==> config.mk <==
export PLATFORM = sky130hd
export DESIGN_NAME = obstacle_avoid_drive_fsm_top
export DESIGN_NICKNAME = d
export VERILOG_FILES = /design/src/hw/rtl/oad_pkg.sv /design/src/hw/rtl/oad_ctrl.sv /design/src/hw/rtl/oad_dp.sv /design/src/hw/rtl/obstacle_avoid_drive_fsm_top.sv
export SDC_FILE = /design/constraint.sdc
export NUM_CORES = 1
export LEC_CHECK = 0
export BUFFER_PORTS_ARGS = -buffer_cell sky130_fd_sc_hd__buf_2
export CAP_MARGIN = 20
export CORE_MARGIN = 5
export CORE_UTILIZATION = 40
export DETAILED_ROUTE_END_ITERATION = 12
export GPL_TIMING_DRIVEN = 0
export SYNTH_ARGS = -nofsm -noshare
export SYNTH_HDL_FRONTEND = slang
export SYNTH_SLANG_ARGS = --single-unit
export TNS_END_PERCENT = 100
==> constraint.sdc <==
create_clock -name clock -period 7.92 [get_ports clock]
set_input_delay 0.396 -clock clock [delete_from_list [all_inputs] [get_ports clock]]
set_output_delay 0.396 -clock clock [all_outputs]
set_load 0.05 [all_outputs]
==> src/hw/rtl/oad_pkg.sv <==
// ----------------------------------------------------------------------------
// oad_pkg
// Types and constants shared by the obstacle avoidance drive controller.
// ----------------------------------------------------------------------------
package oad_pkg;

   localparam logic [31:0] WAIT_MS   = 32'd120;
   localparam logic [7:0]  MIN_SPEED = 8'd55;

   // quotient bits of the speed interpolation divide, one per cycle
   localparam int DIV_STEPS = 8;

   typedef enum logic [1:0] {
      OP_UPDATE = 2'd0,
      OP_START  = 2'd1,
      OP_STOP   = 2'd2,
      OP_ESTOP  = 2'd3
   } op_type;

   typedef enum logic [3:0] {
      MODE_STOP  = 4'd0,
      MODE_FWD   = 4'd1,
      MODE_SLOW  = 4'd2,
      MODE_OBST  = 4'd3,
      MODE_REV   = 4'd4,
      MODE_LEFT  = 4'd5,
      MODE_RIGHT = 4'd6,
      MODE_BLOCK = 4'd7,
      MODE_EMERG = 4'd8
   } mode_type;

   typedef enum logic [2:0] {
      CMD_NONE  = 3'd0,
      CMD_BRAKE = 3'd1,
      CMD_FWD   = 3'd2,
      CMD_BACK  = 3'd3,
      CMD_ROTL  = 3'd4,
      CMD_ROTR  = 3'd5,
      CMD_EMERG = 3'd6
   } cmd_type;

   typedef enum logic [2:0] {
      CSR_MIN_DIST    = 3'd0,
      CSR_SLOW_DIST   = 3'd1,
      CSR_CRUISE_SPD  = 3'd2,
      CSR_REV_SPD     = 3'd3,
      CSR_TURN_SPD    = 3'd4,
      CSR_REV_TIME    = 3'd5,
      CSR_TURN_TIME   = 3'd6,
      CSR_STUCK_TIME  = 3'd7
   } csr_idx_type;

   typedef enum logic [2:0] {
      SPD_ZERO,
      SPD_CRUISE,
      SPD_REV,
      SPD_TURN,
      SPD_INTERP
   } spd_sel_type;

   typedef enum logic [2:0] {
      ST_IDLE,
      ST_DECIDE,
      ST_MUL,
      ST_DIV,
      ST_COMMIT
   } ctrl_state_type;

   typedef struct packed {
      op_type      opcode;
      logic [31:0] now_ms;
      logic [15:0] center_dist;
      logic        center_healthy;
      logic        center_valid;
      logic [15:0] left_dist;
      logic        left_valid;
      logic [15:0] right_dist;
      logic        right_valid;
   } req_type;

   typedef struct packed {
      mode_type    mode;
      cmd_type     motor_cmd;
      logic [7:0]  motor_speed;
   } rsp_type;

   // controller to datapath
   typedef struct packed {
      logic capture;
      logic decide;
      logic mul;
      logic div_step;
      logic commit;
   } oad_cmd_type;

   // datapath to controller
   typedef struct packed {
      logic need_div;
      logic out_free;
   } oad_status_type;

endpackage

==> src/hw/rtl/oad_ctrl.sv <==
// ----------------------------------------------------------------------------
// oad_ctrl
// Sequencer: capture, decide, multiply, optional divide, then commit.
// ----------------------------------------------------------------------------
module oad_ctrl
   import oad_pkg::*;
(
   input  logic           clock,
   input  logic           reset,
   input  logic           req_valid,
   output logic           req_stall,
   input  oad_status_type status,
   output oad_cmd_type    cmd
);

   ctrl_state_type state_ff, state_in;
   logic [2:0]     cnt_ff, cnt_in;
   logic           div_last;

   assign div_last = (cnt_ff == 3'(DIV_STEPS - 1));

   always_comb begin
      state_in = state_ff;
      unique case (state_ff)
         ST_IDLE:   if (req_valid) state_in = ST_DECIDE;
         ST_DECIDE: state_in = ST_MUL;
         ST_MUL:    state_in = status.need_div ? ST_DIV : ST_COMMIT;
         ST_DIV:    if (div_last) state_in = ST_COMMIT;
         ST_COMMIT: if (status.out_free) state_in = ST_IDLE;
         default:   state_in = ST_IDLE;
      endcase
   end

   always_comb begin
      cmd       = '0;
      req_stall = 1'b1;
      cnt_in    = cnt_ff;
      unique case (state_ff)
         ST_IDLE: begin
            req_stall   = 1'b0;
            cmd.capture = req_valid;
         end
         ST_DECIDE: cmd.decide = 1'b1;
         ST_MUL: begin
            cmd.mul = 1'b1;
            cnt_in  = '0;
         end
         ST_DIV: begin
            cmd.div_step = 1'b1;
            cnt_in       = cnt_ff + 3'd1;
         end
         ST_COMMIT: cmd.commit = status.out_free;
         default: ;
      endcase
   end

   always_ff @(posedge clock) begin
      if (reset) begin
         state_ff <= ST_IDLE;
         cnt_ff   <= '0;
      end else begin
         state_ff <= state_in;
         cnt_ff   <= cnt_in;
      end
   end

endmodule

==> src/hw/rtl/oad_dp.sv <==
// ----------------------------------------------------------------------------
// oad_dp
// Datapath: settings, drive state, mode decision, speed interpolation
// (multiply then restoring divide, one quotient bit a cycle) and result register.
// ----------------------------------------------------------------------------
module oad_dp
   import oad_pkg::*;
(
   input  logic           clock,
   input  logic           reset,
   input  logic           csr_we,
   input  logic [2:0]     csr_index,
   input  logic [15:0]    csr_wdata,
   input  req_type        req_data,
   output logic           rsp_valid,
   input  logic           rsp_stall,
   output rsp_type        rsp_data,
   input  oad_cmd_type    cmd,
   output oad_status_type status
);

   typedef struct packed {
      mode_type    mode;
      cmd_type     cmd;
      spd_sel_type spd;
      logic        prog;
      logic        rtl_we;
      logic        rtl_val;
   } dec_type;

   // settings
   logic [15:0] min_dist_ff, slow_dist_ff, rev_time_ff, turn_time_ff, stuck_time_ff;
   logic [7:0]  cruise_ff, rev_spd_ff, turn_spd_ff;

   // drive state
   mode_type    mode_ff;
   logic [31:0] entered_ff, prog_ff;
   logic        rtl_ff;

   // working registers
   req_type     item_ff;
   dec_type     dec_ff, dec_in;
   logic [15:0] diff_ff, den_ff;
   logic [7:0]  span_ff;
   logic [23:0] rem_ff;
   logic [22:0] den_sh_ff;
   logic [7:0]  quot_ff;
   rsp_type     rsp_data_ff;
   logic        rsp_valid_ff;

   logic [15:0] l_dist, r_dist;
   logic [31:0] elapsed, since_prog;
   logic [7:0]  speed;
   logic        out_free;

   assign out_free        = !rsp_valid_ff || !rsp_stall;
   assign status.out_free = out_free;
   assign status.need_div = (dec_ff.spd == SPD_INTERP);

   assign l_dist     = item_ff.left_valid  ? item_ff.left_dist  : '0;
   assign r_dist     = item_ff.right_valid ? item_ff.right_dist : '0;
   assign elapsed    = item_ff.now_ms - entered_ff;
   assign since_prog = item_ff.now_ms - prog_ff;

   // mode decision for the captured transaction
   always_comb begin
      dec_in         = '0;
      dec_in.mode    = mode_ff;
      dec_in.cmd     = CMD_NONE;
      dec_in.spd     = SPD_ZERO;
      unique case (item_ff.opcode)
         OP_START: begin
            dec_in.cmd  = CMD_BRAKE;
            dec_in.mode = MODE_STOP;
            dec_in.prog = 1'b1;
         end
         OP_STOP: begin
            dec_in.cmd  = CMD_BRAKE;
            dec_in.mode = MODE_STOP;
         end
         OP_ESTOP: begin
            dec_in.cmd  = CMD_EMERG;
            dec_in.mode = MODE_EMERG;
         end
         OP_UPDATE: begin
            if (mode_ff == MODE_EMERG) begin
               dec_in.cmd = CMD_NONE;
            end else if (!item_ff.center_healthy || !item_ff.center_valid) begin
               dec_in.cmd  = CMD_BRAKE;
               dec_in.mode = MODE_BLOCK;
            end else begin
               unique case (mode_ff)
                  MODE_STOP: begin
                     if (item_ff.center_dist > min_dist_ff) begin
                        dec_in.mode = MODE_FWD;
                        dec_in.cmd  = CMD_FWD;
                        dec_in.spd  = SPD_CRUISE;
                     end else begin
                        dec_in.mode = MODE_OBST;
                        dec_in.cmd  = CMD_BRAKE;
                     end
                  end
                  MODE_FWD: begin
                     if (item_ff.center_dist <= min_dist_ff) begin
                        dec_in.cmd  = CMD_BRAKE;
                        dec_in.mode = MODE_OBST;
                     end else if (item_ff.center_dist <= slow_dist_ff) begin
                        dec_in.mode = MODE_SLOW;
                     end else begin
                        dec_in.cmd  = CMD_FWD;
                        dec_in.spd  = SPD_CRUISE;
                        dec_in.prog = 1'b1;
                     end
                  end
                  MODE_SLOW: begin
                     if (item_ff.center_dist <= min_dist_ff) begin
                        dec_in.cmd  = CMD_BRAKE;
                        dec_in.mode = MODE_OBST;
                     end else if (item_ff.center_dist > slow_dist_ff) begin
                        dec_in.mode = MODE_FWD;
                     end else begin
                        dec_in.cmd = CMD_FWD;
                        dec_in.spd = SPD_INTERP;
                     end
                  end
                  MODE_OBST: begin
                     if (elapsed >= WAIT_MS) begin
                        if (l_dist < min_dist_ff && r_dist < min_dist_ff) begin
                           dec_in.rtl_we  = 1'b1;
                           dec_in.rtl_val = (l_dist >= r_dist);
                           dec_in.mode    = MODE_REV;
                           dec_in.cmd     = CMD_BACK;
                           dec_in.spd     = SPD_REV;
                        end else if (l_dist >= r_dist) begin
                           dec_in.mode = MODE_LEFT;
                           dec_in.cmd  = CMD_ROTL;
                           dec_in.spd  = SPD_TURN;
                        end else begin
                           dec_in.mode = MODE_RIGHT;
                           dec_in.cmd  = CMD_ROTR;
                           dec_in.spd  = SPD_TURN;
                        end
                     end
                  end
                  MODE_REV: begin
                     if (elapsed >= {16'd0, rev_time_ff}) begin
                        dec_in.mode = rtl_ff ? MODE_LEFT : MODE_RIGHT;
                        dec_in.cmd  = rtl_ff ? CMD_ROTL : CMD_ROTR;
                        dec_in.spd  = SPD_TURN;
                     end
                  end
                  MODE_LEFT, MODE_RIGHT: begin
                     if (elapsed >= {16'd0, turn_time_ff}) begin
                        dec_in.cmd  = CMD_BRAKE;
                        dec_in.mode = MODE_STOP;
                     end
                  end
                  MODE_BLOCK: begin
                     dec_in.cmd = CMD_BRAKE;
                     if (item_ff.center_dist > min_dist_ff) dec_in.mode = MODE_STOP;
                  end
                  default: ;
               endcase
               // no forward progress for too long
               if (dec_in.mode == MODE_FWD && item_ff.center_dist <= slow_dist_ff &&
                   since_prog > {16'd0, stuck_time_ff}) begin
                  dec_in.cmd  = CMD_BRAKE;
                  dec_in.spd  = SPD_ZERO;
                  dec_in.mode = MODE_BLOCK;
               end
            end
         end
         default: ;
      endcase
   end

   always_comb begin
      case (dec_ff.spd)
         SPD_CRUISE: speed = cruise_ff;
         SPD_REV:    speed = rev_spd_ff;
         SPD_TURN:   speed = turn_spd_ff;
         SPD_INTERP: speed = MIN_SPEED + quot_ff;
         default:    speed = '0;
      endcase
   end

   // settings
   always_ff @(posedge clock) begin
      if (reset) begin
         min_dist_ff   <= 16'd320;
         slow_dist_ff  <= 16'd800;
         cruise_ff     <= 8'd160;
         rev_spd_ff    <= 8'd140;
         turn_spd_ff   <= 8'd150;
         rev_time_ff   <= 16'd600;
         turn_time_ff  <= 16'd450;
         stuck_time_ff <= 16'd5000;
      end else if (csr_we) begin
         unique case (csr_idx_type'(csr_index))
            CSR_MIN_DIST:   min_dist_ff   <= csr_wdata;
            CSR_SLOW_DIST:  slow_dist_ff  <= csr_wdata;
            CSR_CRUISE_SPD: cruise_ff     <= csr_wdata[7:0];
            CSR_REV_SPD:    rev_spd_ff    <= csr_wdata[7:0];
            CSR_TURN_SPD:   turn_spd_ff   <= csr_wdata[7:0];
            CSR_REV_TIME:   rev_time_ff   <= csr_wdata;
            CSR_TURN_TIME:  turn_time_ff  <= csr_wdata;
            CSR_STUCK_TIME: stuck_time_ff <= csr_wdata;
            default: ;
         endcase
      end
   end

   // drive state, updated once per transaction
   always_ff @(posedge clock) begin
      if (reset) begin
         mode_ff    <= MODE_STOP;
         entered_ff <= '0;
         prog_ff    <= '0;
         rtl_ff     <= 1'b0;
      end else if (cmd.commit) begin
         mode_ff <= dec_ff.mode;
         if (dec_ff.mode != mode_ff) entered_ff <= item_ff.now_ms;
         if (dec_ff.prog) prog_ff <= item_ff.now_ms;
         if (dec_ff.rtl_we) rtl_ff <= dec_ff.rtl_val;
      end
   end

   // working registers
   always_ff @(posedge clock) begin
      if (cmd.capture) item_ff <= req_data;
      if (cmd.decide) begin
         dec_ff  <= dec_in;
         diff_ff <= item_ff.center_dist - min_dist_ff;
         den_ff  <= slow_dist_ff - min_dist_ff;
         span_ff <= (cruise_ff > MIN_SPEED) ? cruise_ff - MIN_SPEED : '0;
      end
      if (cmd.mul) begin
         rem_ff    <= diff_ff * span_ff;
         den_sh_ff <= {den_ff, 7'd0};
         quot_ff   <= '0;
      end
      if (cmd.div_step) begin
         if ({1'b0, den_sh_ff} <= rem_ff) begin
            rem_ff  <= rem_ff - {1'b0, den_sh_ff};
            quot_ff <= {quot_ff[6:0], 1'b1};
         end else begin
            quot_ff <= {quot_ff[6:0], 1'b0};
         end
         den_sh_ff <= {1'b0, den_sh_ff[22:1]};
      end
      if (cmd.commit) begin
         rsp_data_ff.mode        <= dec_ff.mode;
         rsp_data_ff.motor_cmd   <= dec_ff.cmd;
         rsp_data_ff.motor_speed <= speed;
      end
   end

   always_ff @(posedge clock) begin
      if (reset) begin
         rsp_valid_ff <= 1'b0;
      end else if (cmd.commit) begin
         rsp_valid_ff <= 1'b1;
      end else if (!rsp_stall) begin
         rsp_valid_ff <= 1'b0;
      end
   end

   assign rsp_valid = rsp_valid_ff;
   assign rsp_data  = rsp_data_ff;

endmodule

==> src/hw/rtl/obstacle_avoid_drive_fsm_top.sv <==
// ----------------------------------------------------------------------------
// obstacle_avoid_drive_fsm_top
// Rover obstacle avoidance drive controller: sequencer plus datapath.
// ----------------------------------------------------------------------------
// sequence: each accepted transaction passes decide, multiply and commit; while
//   slowing, speed interpolation adds a restoring divide before commit
// flow: the sequencer takes one transaction at a time and a stalled result
//   holds it in commit
// reset: synchronous, restores register defaults and stop mode, no result pending
module obstacle_avoid_drive_fsm_top
   import oad_pkg::*;
(
   input  logic        clock,
   input  logic        reset,
   input  logic        csr_we,
   input  logic [2:0]  csr_index,
   input  logic [15:0] csr_wdata,
   input  logic        req_valid,
   output logic        req_stall,
   input  req_type     req_data,
   output logic        rsp_valid,
   input  logic        rsp_stall,
   output rsp_type     rsp_data
);

   oad_cmd_type    cmd;
   oad_status_type status;

   oad_ctrl u_ctrl (
      .clock     (clock),
      .reset     (reset),
      .req_valid (req_valid),
      .req_stall (req_stall),
      .status    (status),
      .cmd       (cmd)
   );

   oad_dp u_dp (
      .clock     (clock),
      .reset     (reset),
      .csr_we    (csr_we),
      .csr_index (csr_index),
      .csr_wdata (csr_wdata),
      .req_data  (req_data),
      .rsp_valid (rsp_valid),
      .rsp_stall (rsp_stall),
      .rsp_data  (rsp_data),
      .cmd       (cmd),
      .status    (status)
   );

endmodule

After elaboration in Yosys (flattened, before gate mapping)
Index checks and enable logic that the tools add are counted.
{"block": "totals", "elab_cells": 194, "output_inout_bits": 17, "regBits": 389, "inputBits": 110}
{"block": "op_classes", "addsub": 8, "reduce_logical": 32, "multipliers": 1, "n_lt_le_gt_ge": 13, "n_bitwise": 4, "muxes": 63, "eq_ne": 33}
{"operator": "24-bit two-way mux", "n": 3}
{"operator": "7-bit two-way mux", "n": 10}
{"operator": "32-bit by 16-bit >= comparator with 1-bit output", "n": 2}
{"operator": "32-bit subtractor", "n": 2}
{"operator": "7-bit one-hot mux with 7 select lines", "n": 1}
{"operator": "22-bit two-way mux", "n": 2}
{"operator": "10-bit two-way mux", "n": 4}
{"operator": "32-bit by 7-bit >= comparator with 1-bit output (second input constant)", "n": 1}
{"operator": "16-bit greater-than comparator", "n": 2}
{"operator": "32-bit by 16-bit greater-than comparator with 1-bit output", "n": 1}
{"operator": "16-bit less-or-equal comparator", "n": 2}
{"operator": "16-bit < comparator", "n": 2}
{"operator": "16-bit two-way mux", "n": 2}
{"operator": "8-bit one-hot mux with 4 select lines", "n": 1}
{"operator": "16-bit subtractor", "n": 2}
{"operator": "3-bit one-hot mux with 5 select lines", "n": 2}
{"operator": "23-bit by 24-bit less-or-equal comparator with 1-bit output", "n": 1}
{"operator": "16-bit by 8-bit multiplier with 24-bit output", "n": 1}
{"operator": "3-bit two-way mux", "n": 8}
{"operator": "8-bit two-way mux", "n": 3}
{"operator": "24-bit by 23-bit subtractor with 24-bit output", "n": 1}
{"operator": "2-bit AND reduction", "n": 11}
{"operator": "3-bit == test (second input constant)", "n": 7}
{"operator": "7-bit one-hot mux with 3 select lines", "n": 1}
{"operator": "other kinds (36)", "n": 82}

Logic depth before layout (Yosys ltp)
{"block": "depth", "word_depth": 17, "depth_mapped": 25, "ltp_nobuf": 25}

Modules after synthesis
Synthesis repeated with hierarchy kept, for this count alone.
{"block": "unflattened", "cells_unflattened": 3083, "area_unflattened_um2": 27407.5}
{"mod": "oad_dp", "area_per_inst_um2": 27077.2, "cells_each": 3043, "instances": 1, "seq_area_each_um2": 9509.1}
{"mod": "oad_ctrl", "area_per_inst_um2": 330.3, "cells_each": 40, "instances": 1, "seq_area_each_um2": 120.1}

Worst setup path after synthesis
No wires, ideal clock.
{"block": "synth_path", "path_kind": "register -> register", "start": "reg u_ctrl.state_ff[0]", "end": "reg u_dp.item_ff[0] (netlist bit), enable pin", "required_time_ps": 7388, "path_stages_with_launch": 4, "synth_period_minus_slack_ps": 5297, "path_buffers": 1, "arrival_time_ps": 4766, "path_slack_ps": 2623, "setup_ps": 532, "cell_sequence": "dfxtp_1 > clkbuf_1 > or3_1 > nor2_1"}
{"item": "from (decl)", "line_no": "oad_ctrl.sv:16", "source": "ctrl_state_type state_ff, state_in;"}
{"item": "from (signal assigned)", "line_no": "oad_ctrl.sv:62", "source": "state_ff <= state_in;"}
{"item": "to (signal assigned)", "line_no": "oad_dp.sv:230", "source": "if (cmd.capture) item_ff <= req_data;"}
{"item": "to (decl)", "line_no": "oad_dp.sv:41", "source": "req_type item_ff;"}

==> results.md <==
- The number of sinks handled by clock tree synthesis is 389.
- The clock skew is 0.02447 ns.
- The first global-routing pass estimated 121.1 mm of wire.
- The layer flagged by global routing as most heavily used is met2.
- CTS built an H-tree with a depth of 2.
- The die height is 271.8 um.
- The cell chosen for the clock root is clkbuf_16.
- In the layout the commonest cells are 468 x nand2_1, 324 x inv_1, 275 x ha_1.
- The count of antenna-violating nets left after detailed routing is 0.
- The utilization after layout is 46.47%.
- In the global route stage, overall resource usage came out at 20.45%.
- Setup repair after global routing left no endpoint under its margin.
- The mean post-synth cell area is 8.797 um^2.
- In this run the power density over the cells is 260.0 nW/um^2.
- The cell type of the slowest stage on the worst timing path is or4_1.
- The achievable frequency is 0.1650 GHz.
- The count of state elements after synthesis is 389.
- For hold timing, the worst endpoint is u_dp.item_ff[80].
- The number of DRC violations after detailed-routing iteration 0 is 1545.
- The minimum setup slack among reg-to-reg paths is 1.86 ns.
- The worst setup path is captured at a register.
- The instance count of the mapped netlist is 3116.
- The stage delay of the slowest cell on the critical path is 0.54 ns.
- The maximum clock insertion buffer count is 3.
- At the worst endpoint, the arrival time is 6.40 ns.
- In the final layout, the share of cells above drive strength 1 is 7.189%.
- The HPWL after detailed placement is 59.76 mm.
- After detailed routing, the number of remaining DRC violations is 0.
- The setup TNS after final layout is 0 ns.
- Setup violations remaining at the end of the flow were counted as 0.
- The number of antenna diodes is 0.
- Summing all non-filler instances in the final layout gives an area of 31700 um^2.
- In the final design database the tool counted 3845 nets.
- The total congestion overflow is 0.
- Max-cap violations in this run came to 0.
- STA classifies the critical path startpoint as a register.
- The starting utilization of the core area is 40.18%.
- During I/O placement, the number of pins put on the boundary was 127.
- During placement, the flow inserted port buffers numbering 115.
- In this run the critical register-to-register path is captured at u_dp.dec_ff[11].
- At the worst endpoint, the required time is 8.26 ns.
- The slew at the pin closest to its max-slew limit is 1.031 ns.
- Headroom to the max-slew limit came out at 30.72%.
- The synthesis-to-layout area growth is 15.66%.
- The run finished with clean final reports.
- The type of the worst setup path is register to register.
- The CTS tree is built.
- Global routing consumed, on the met3 layer, 2.563% of the routing resources.
- The initial antenna violation count is 2.
- The period utilization is 76.53%.
- The minimum period implied by the final worst setup slack is 6.061 ns.
- The iteration count of the initial detailed-routing pass is 5.
- The share of async-settable or async-resettable flops after synthesis is 0%.
- The number of distinct library cells after synthesis is 83.
- Once placement finished, the instance area stood at 29240 um^2.
- Post-CTS repair changed the size of 0 cells.
- The number of enable-type register cells in the synthesized netlist is 184.
- The worst-case IR drop observed on VDD is 0.1885 mV.
- The floorplan step defined a core boundary enclosing 68230 um^2.
- The routed via count divided by cell count is 5.333.
- The total via count in the routed design is 22880.
- The number of nets in the synthesized netlist is 3590.
- The clock-pin slew on the worst setup and hold paths is 0.06 ns.
- The path type of the worst min-delay path is input pin to register.
- Leaving out fill and tap cells, the most frequent cell in the layout is nand2_1.
- The static leakage is 12.98 nW.
- The die covers 73860 um^2.
- The clock reaches the later pin of the worst-skew pair after 0.60 ns.
- The floorplan row count is 96.
- The width of the die is 271.8 um.
- Entering global routing, the biggest net connects 33 pins.
- The via count of the first global-routing pass is 21960.
- The average wire length per cell after detail routing is 17.98 um.
- The cell depth of the worst min-delay path is 1.
- Yosys printed 0 warnings.
- In this run the cell area of the synthesized design comes to 27410 um^2.
- Counting cells, the worst reg-to-reg path comes to 24.
- Global routing used 29.17% of the available met1 tracks.
- The congestion estimate from routability-driven global placement came to 0.9242.
- Summed over all layers, the routed wires come to 77.12 mm.
- The leading register cell type out of synthesis is dfxtp_1.
- For met2 alone, demand over resource in global routing was 33.17%.
- In this run the worst path has a maximum fanout of 6.
- The max-slew violation count was 0.
- The worst hold path begins at req_data[80].
- The beginning of the worst register-to-register path is u_dp.item_ff[52].
- Summing the sequential cell areas from Yosys gives 35.13% of the chip area.
- Traced cell by cell, the critical path runs through inv_1 > ha_1 > inv_1 > fa_1 > a21oi_1 > o211ai_1 > a31oi_1 > o31ai_1 > a21o_1 > a21oi_1 > xnor2_1 > ha_1 > nand4_1 > nor3_1 > nand2_1 > a221o_1 > or4_1 > a211oi_1 > o2111ai_1 > nor4_1 > a41oi_1 > nand2_1 > nor4b_4 > o31a_1.
- The number of buffers added by the clock tree synthesis step is 47.
- The number of hold violations in the final report came to 0.
## critical path, delay by kind of cell, from the launching register on
family / cells / cell delay (ns)
flops: 1 / 0.42
buf+inv: 2 / 0.16
xor+xnor: 1 / 0.10
compound gates: 11 / 2.62
simple gates: 7 / 1.61
fa+ha+maj: 3 / 0.89
## metal layers
metal / wire length, um / up-vias
met5: 0 / -
met4: 1828 / 0
met3: 3567 / 109
met2: 34780 / 507
met1: 36940 / 10910
li1: - / 11350
## Yosys cell counts, drive strengths merged, types with 49 or more instances
cell / instances / area [um^2]
a21o: 62 / 465.5
a21oi: 274 / 1371
and2: 79 / 494.2
clkbuf: 113 / 434.2
dfxtp: 205 / 4104
edfxtp: 184 / 5525
fa: 89 / 1782
ha: 275 / 3441
inv: 324 / 1216
mux2i: 49 / 490.5
nand2: 468 / 1757
nand3: 50 / 250.2
nor2: 181 / 679.4
o21ai: 120 / 611.8
xnor2: 57 / 499.2
## logic make-up (layout without fill, tap and decap cells)
family                   after synthesis  count (layout)  share of synthesized area, %
AND/OR/NAND/NOR                     1045            1045                         17.93
AO/OA/AOI/OAI                        718             718                         16.46
buffers and inverters                443             735                         6.112
flip-flops                           389             389                         35.13
adder cells (fa/ha/maj)              366             366                         19.13
XOR/XNOR                             101             101                         3.255
multiplexers                          54              54                         1.995
## where the power goes
group / total [mW] / leakage [nW] / internal [mW] / switching (mW)
Combinational: 3.47 / 8.77 / 1.48 / 1.99
Sequential: 2.46 / 3.39 / 2.32 / 0.142
Clock: 2.31 / 0.820 / 1.40 / 0.906
Total: 8.24 / 13.0 / 5.20 / 3.04
## worst max-delay path by stage
stage | cells after the start | slack, ns | start | to
2_1_floorplan | 3 | 2.62 | u_ctrl.state_ff[0] | u_dp.item_ff[0]
3_3_place_gp | 3 | 0.42 | u_ctrl.state_ff[0] | u_dp.item_ff[51]
3_5_place_dp | 24 | 1.92 | u_dp.item_ff[52] | u_dp.dec_ff[11]
4_1_cts | 24 | 1.85 | u_dp.item_ff[52] | u_dp.dec_ff[11]
5_1_grt | 24 | 1.37 | u_dp.item_ff[56] | u_dp.dec_ff[11]
6_report | 24 | 1.86 | u_dp.item_ff[52] | u_dp.dec_ff[11]
## what timing repair did
item                      CTS  global route
hold buffers               81             0
setup buffers               0             0
hold endpoints to repair   81             0
## metrics by stage
step / std cells / setup WS, ns / hold slack (ns) / power [mW]
3_3_place_gp: 4113 / 0.4168 / 0.4072 / 5.914
5_1_grt: 4290 / 1.371 / 0.01463 / 8.893
6_report: 4290 / 1.859 / 0.04135 / 8.242
2_1_floorplan: 3116 / 2.623 / 0.4003 / 5.110
4_1_cts: 4289 / 1.855 / 0.001904 / 8.311
3_5_place_dp: 4122 / 1.919 / 0.4075 / 5.939
## cell type report
class	instances	area, um^2
clock inverter	26	306.5
timing repair buffer	206	1524
tap	882	1104
clock buffer	60	1344
buffer	118	456.7
inverter	325	1220
fill	6681	36520
sequential	389	9629
multi-input combinational	2284	16120
## state kept, by name, indices dropped and copies added, names as in the netlist, 13 cells and up
signal / count
u_dp.den_sh_ff: 23
u_dp.den_ff: 16
u_dp.entered_ff: 32
u_dp.prog_ff: 32
u_dp.item_ff: 86
u_dp.rem_ff: 24
u_dp.rsp_data: 15
u_dp.turn_time_ff: 16
u_dp.slow_dist_ff: 16
u_dp.stuck_time_ff: 16
u_dp.min_dist_ff: 16
u_dp.rev_time_ff: 16
u_dp.diff_ff: 16
u_dp.dec_ff: 13
Note: power is estimated with default switching activity, not from simulation.
